$ cat src/htw_pkg.sv
`default_nettype none
package htw_pkg;
   localparam int NearBitsDef  = 8;
   localparam int LevelBitsDef = 6;
   localparam int PoolDepthDef = 64;
   localparam int Levels       = 4;
   localparam int MaxResults   = 64;

   localparam logic [1:0] OP_INSERT = 2'd0;
   localparam logic [1:0] OP_FLUSH  = 2'd1;
   localparam logic [1:0] OP_TICK   = 2'd2;
   localparam logic [1:0] OP_UNUSED = 2'd3;

   typedef enum logic [3:0] {
      ST_IDLE,
      ST_INS_FREE,
      ST_FILE,
      ST_FILE_WR,
      ST_CAS_HEAD,
      ST_CAS_NODE,
      ST_EXP_HEAD,
      ST_EXP_NODE,
      ST_EXP_OUT,
      ST_REJECT,
      ST_CLEAR
   } state_type;

   typedef enum logic [3:0] {
      CMD_NONE,
      CMD_CLEAR,
      CMD_LATCH,
      CMD_INS_FREE,
      CMD_FILE_RD,
      CMD_FILE_WR,
      CMD_ADVANCE,
      CMD_CAS_HEAD,
      CMD_CAS_NEXT,
      CMD_EXP_HEAD,
      CMD_EXP_POP
   } cmd_type;

   typedef struct packed {
      cmd_type cmd;
   } ctrl_type;

   typedef struct packed {
      logic clear_done;
      logic pool_empty;
      logic cas_needed;
      logic cur_valid;
      logic exp_more;
   } stat_type;
endpackage
`default_nettype wire

$ cat src/htw_ctrl.sv
`default_nettype none
module htw_ctrl
   import htw_pkg::*;
(
   input  wire logic     clock,
   input  wire logic     reset,
   input  wire logic     req_valid,
   input  wire logic [1:0] req_op,
   output logic          req_ready,
   input  wire logic     out_busy,
   output logic          out_push,
   output logic          out_status,
   output logic          out_last,
   output ctrl_type      ctrl,
   input  wire stat_type stat
);
   state_type state_ff, state_in;
   logic [1:0] op_ff, op_in;
   logic [6:0] cnt_ff, cnt_in;

   always_ff @(posedge clock) begin
      if (reset) begin
         state_ff <= ST_CLEAR;
         op_ff    <= OP_INSERT;
         cnt_ff   <= '0;
      end else begin
         state_ff <= state_in;
         op_ff    <= op_in;
         cnt_ff   <= cnt_in;
      end
   end

   always_comb begin
      state_in   = state_ff;
      op_in      = op_ff;
      cnt_in     = cnt_ff;
      req_ready  = 1'b0;
      out_push   = 1'b0;
      out_status = 1'b0;
      out_last   = 1'b0;
      ctrl.cmd   = CMD_NONE;
      case (state_ff)
         ST_CLEAR: begin
            ctrl.cmd = CMD_CLEAR;
            if (stat.clear_done) state_in = ST_IDLE;
         end
         ST_IDLE: begin
            req_ready = !out_busy;
            if (req_valid && !out_busy) begin
               ctrl.cmd = CMD_LATCH;
               op_in    = req_op;
               cnt_in   = '0;
               case (req_op)
                  OP_INSERT: state_in = ST_INS_FREE;
                  OP_FLUSH:  state_in = ST_EXP_HEAD;
                  OP_TICK:   state_in = ST_CAS_HEAD;
                  default:   state_in = ST_IDLE;
               endcase
            end
         end
         ST_INS_FREE: begin
            if (stat.pool_empty) state_in = ST_REJECT;
            else begin
               ctrl.cmd = CMD_INS_FREE;
               state_in = ST_FILE;
            end
         end
         ST_REJECT: begin
            out_push   = 1'b1;
            out_status = 1'b1;
            out_last   = 1'b1;
            state_in   = ST_IDLE;
         end
         ST_FILE: begin
            ctrl.cmd = CMD_FILE_RD;
            state_in = ST_FILE_WR;
         end
         ST_FILE_WR: begin
            ctrl.cmd = CMD_FILE_WR;
            state_in = (op_ff == OP_INSERT) ? ST_IDLE : ST_CAS_NODE;
         end
         ST_CAS_HEAD: begin
            // advance clock; if a boundary was crossed, detach coarse bucket
            ctrl.cmd = stat.cas_needed ? CMD_CAS_HEAD : CMD_ADVANCE;
            state_in = stat.cas_needed ? ST_CAS_NODE : ST_EXP_HEAD;
         end
         ST_CAS_NODE: begin
            if (stat.cur_valid) begin
               ctrl.cmd = CMD_CAS_NEXT;
               state_in = ST_FILE;
            end else state_in = ST_EXP_HEAD;
         end
         ST_EXP_HEAD: begin
            ctrl.cmd = CMD_EXP_HEAD;
            state_in = ST_EXP_NODE;
         end
         ST_EXP_NODE: begin
            if (stat.exp_more && !out_busy) begin
               ctrl.cmd = CMD_EXP_POP;
               state_in = ST_EXP_OUT;
            end else if (!stat.exp_more) state_in = ST_IDLE;
         end
         ST_EXP_OUT: begin
            out_push = 1'b1;
            cnt_in   = cnt_ff + 7'd1;
            if (!stat.exp_more || cnt_ff == 7'(MaxResults - 1)) begin
               out_last = 1'b1;
               state_in = ST_IDLE;
            end else state_in = ST_EXP_NODE;
         end
         default: state_in = ST_IDLE;
      endcase
   end
endmodule
`default_nettype wire

$ cat config.mk
export PLATFORM = sky130hd
export DESIGN_NAME = htw_ctrl
export DESIGN_NICKNAME = d
export VERILOG_FILES = /design/src/htw_pkg.sv /design/src/htw_ctrl.sv
export SDC_FILE = /design/constraint.sdc
export NUM_CORES = 1
export LEC_CHECK = 0
export BUFFER_PORTS_ARGS = -buffer_cell sky130_fd_sc_hd__buf_2
export CAP_MARGIN = 25
export CORE_MARGIN = 4
export CORE_UTILIZATION = 45
export CTS_BUF_LIST = sky130_fd_sc_hd__clkbuf_4
export CTS_CLUSTER_DIAMETER = 50
export DETAILED_ROUTE_END_ITERATION = 12
export PLACE_DENSITY = 0.71
export SYNTH_ARGS = -nofsm -noshare
export SYNTH_HDL_FRONTEND = slang
export SYNTH_SLANG_ARGS = --single-unit
export TNS_END_PERCENT = 20
$ cat constraint.sdc
create_clock -name clock -period 4.85 [get_ports clock]
set_clock_uncertainty 0.1 [all_clocks]
set_input_delay 0.485 -clock clock [delete_from_list [all_inputs] [get_ports clock]]
set_output_delay 0.485 -clock clock [all_outputs]
set_load 0.01 [all_outputs]
[Yosys cells after proc, flatten, opt, wreduce, memory -nomap -nowiden]
Index checks and enable logic that the tools add are counted.
W data, S select, Z words.
Storage, ports and cells
  bits in registers: 13
  input port bits: 11
  word-level logic and storage cells: 57
Operators by class
  add/subtract/negate cells: 1
  eq/ne operators: 16
  mux-type cells: 24
  reduce and logical (&&, ||, !) cells: 13
Operators with widths (number)
  $pmux W4 S10: 1
  $pmux W4 S9: 1
  $mux W4: 7
  $eq A4 B3 Y1 const B: 4
  $pmux W7 S2: 1
  $eq A4 B4 Y1 const B: 3
  $mux W3: 3
  $pmux W3 S3: 1
  $eq A4 B2 Y1 const B: 2
  $add A7 B1 Y7 const B: 1
  $eq A7 B6 Y1 const B: 1
  $mux W7: 1
  $mux W2: 3
  $mux W1: 5
  $eq A4 B1 Y1 const B: 1
  $logic_not A2 Y1: 2
  $logic_not A4 Y1: 1
  $ne A2 B2 Y1 const B: 2
  $reduce_and A2 Y1: 2
  $ne A3 B3 Y1 const B: 1
  $reduce_and A3 Y1: 1
  $eq A2 B1 Y1 const B: 1
  $eq A2 B2 Y1 const B: 1
  $logic_and A1 B1 Y1: 2
  other kinds (5): 6

[Logic depth before layout (Yosys ltp)]
  word-level depth: 4
  gate-level depth with buffers: 6

[Worst setup path after synthesis]
No wires, ideal clock.
  path type: register to output
  start point: register state_ff[1]
  end point: output ctrl[0] (netlist bit)
  arrival: 1492 ps
  required time: 4265 ps
  setup slack: 2773 ps
  cell stages (with the launch flop): 6
  path buffers: 2
  cells stage by stage: dfxtp_1 > clkbuf_1 > buf_1 > nor2_1 > o22a_1 > o21ai_0
RTL lines
  from (decl): line htw_ctrl.sv:17  | state_type state_ff, state_in;
  from (signal assigned): line htw_ctrl.sv:27  | state_ff <= state_in;
  to (decl): line htw_ctrl.sv:14  | output ctrl_type ctrl,

==> flow_summary.ini <==
[place]
hpwl_um = 1701
dpl_worst_slack_ns = 2.496
gp_congestion = 0.8337
port_buffers = 18
postPlaceCellArea_sq_mm = 0.001045

[timing]
setup_viol = 0
worst_slack_ns = 2.159
max_slew_margin_pct = 48.66
slew_viol_final = 0
tns_ns = 0
hold_violations = 0
period_share_pct = 55.48
tightest_slew_ns = 0.7690
hold-worst-slack_ns = 0.3625
finalCriticalPeriod_ns = 2.691
timing.fmax_mhz = 371.6
rsz0062_at_grt = false

[clock_tree]
post_cts_buffers = 0
clockBufferDepth = 2
insertion_delay_ns = 0.28
h-tree-depth = 1
cts_buffers = 3
cts_tree = yes
clock-sinks = 13
hold_buffers = 0
cts_root_buffer = clkbuf_4
post_cts_resized = 0
cts.clk_slew.worst_paths_ns = 0.08

[setup_path]
crit_required_ns = 4.26
critPathMaxFanout = 24
cp_cell_sequence = nand4b_1 -> or3b_2 -> nand3_1 -> buf_2
crit_cells = 4
crit_type = flop to primary output
start_kind = flop
worst_path_max_delay_cell = dfxtp_1
rr_worst_depth = 3
path_delay_family = simple AND/OR/NAND/NOR gates
critPathArrivalTime_ns = 2.11
slowest_delay_ns = 0.83
endpoint_kind = primary output
cp_num_buf_inv = 1

[logic_synthesis]
synth_warnings = 0
synth_edf_count = 0
synth.distinct_cells = 46
syn_nets = 139
synth_cells = 125
syn_area_sq_um = 964.7
synthFlopType = dfxtp_1
syn_area_per_cell_sq_um = 7.717
ys_seq_elements = 13
ys_seq_area_share_pct = 26.98
async_reset_ff_share_pct = 0

[layout]
syn_to_final_growth_pct = 11.41
drive_above_1_share_pct = 19.57
seqCellArea_sq_um = 260.3
diodes = 0
design_area_sq_mm = 0.001075
fin_nets = 153
multi_input_area_sq_um = 641.9
num-fill-cells = 199

[power]
pwr_density_cell_mw_per_mm2 = 296.5
switching_power_w = 0.0001184
peakVddDrop_mv = 0.1748
p_leak_nw = 0.4361
pwr-share-comb_pct = 31.6
switching_share_pct = 37.17
power.share.sequential_pct = 45.6
cellInternalPower_w = 0.0002002
pwr-share-clk_pct = 22.8

[min_path]
holdPathStages = 2
hold_class = flop to flop

[route]
vias = 983
wl_per_cell_um = 14.05
vias_per_cell = 5.958
drt_iter0_markers = 23
post-route-drc-count = 0
ant_nets = 0
drt_wl_total_um = 2319
firstDrtPassIters = 4

[global_routing]
grt_pass1_wl_um = 3815
grt_pass1_vias = 880
grt_max_degree = 25
antenna_found_initial = 0
grt_usage_pct = 17.90
grt-ovfl-total = 0

[floorplanning]
die_w_um = 54.30
core_area_sq_mm = 0.002002
placementRows = 16
die_h_um = 54.30
io_pins = 19
dieArea_sq_mm = 0.002948
start_util_pct = 48.19

[job]
drv_cap = 0

[run_status]
status = finished, final reports clean
## flip-flops by register name, summed over array words and instances, names as in the netlist
name / count
op_ff: 2
cnt_ff: 7
state_ff: 4
## per-layer routing
| layer | vias to the layer above | part of all wire, % | global-route usage [%] |
|---|---|---|---|
| met5 | - | 0 | 0 |
| met4 | 0 | 2.0 | 7.469 |
| met3 | 6 | 5.3 | 6.540 |
| met1 | 463 | 48 | 22.41 |
| met2 | 23 | 45 | 27.49 |
| li1 | 491 | - | - |
## cell families after synthesis
family                     share of synthesized area (%)
buffers and inverters                              6.485
xor gates and xnor gates                          0.9081
AOI/OAI and AO/OA                                  23.48
DFF                                                26.98
adders and majority gates                          3.891
muxes                                              3.243
and+or+nand+nor                                    35.02
## stage by stage
stage	std cells	total power [W]	utilization (%)
2_1_floorplan	125	0.0002204	-
6_report	165	0.0003186	53.69
3_5_place_dp	161	0.0002474	52.19
3_3_place_gp	161	0.0002448	52.19
5_1_grt	165	0.0003448	53.69
4_1_cts	165	0.0003215	53.69
## area by class of cell
cell class                 instances  share of cell area, %
multi-input combinational         98                  59.72
sequential                        13                  24.21
timing repair buffer              18                  8.382
tap                               27                  3.143
clock buffer                       4                  2.794
inverter                           5                  1.746
## path summary, 6_finish.rpt
path | from | to | slack (ns)
worst max-delay path | state_ff[1] | ctrl[1] | 2.16
worst min-delay path | op_ff[0] | op_ff[0] | 0.36
worst max register to register | state_ff[3] | cnt_ff[6] | 2.78
worst min register to register | op_ff[0] | op_ff[0] | 0.36
## cell usage in the layout (no fill, tap or decap), types with 3 or more instances in the layout
cell	count
buf_2	18
nand2_1	13
dfxtp_1	13
nor2_1	12
a21oi_1	9
nand3_1	6
inv_1	5
o21ai_0	5
clkbuf_4	4
nor2b_1	3
o22ai_1	3
nand3b_1	3
ha_1	3
## power groups by stage
stage | Sequential, W | Clock [W] | Combinational (W)
final | 0.000145 | 0.0000728 | 0.000101
after global routing | 0.000149 | 0.0000824 | 0.000114
after CTS | 0.000144 | 0.0000760 | 0.000101
after detailed placement | 0.000147 | 0 | 0.000101
after global placement | 0.000145 | 0 | 0.0000996
after floorplan | 0.000124 | 0 | 0.0000965
## synth_stat cells, types with 3 or more instances
cell / count / area, sq um
dfxtp_1: 13 / 260.3
ha_1: 3 / 37.54
o21ai_0: 5 / 25.02
clkbuf_1: 4 / 15.01
inv_1: 5 / 18.77
nand2_1: 13 / 48.80
nand3_1: 6 / 30.03
o22ai_1: 3 / 18.77
nand3b_1: 3 / 22.52
a21oi_1: 9 / 45.04
nor2b_1: 3 / 18.77
nor2_1: 12 / 45.04
## worst register-to-register path: stages (launching register included)
cell and delay, ns:
dfxtp_1 0.66, or4b_1 0.64, or4_1 0.44, a21oi_1 0.15
No activity file was read; power rests on OpenSTA's default activity.
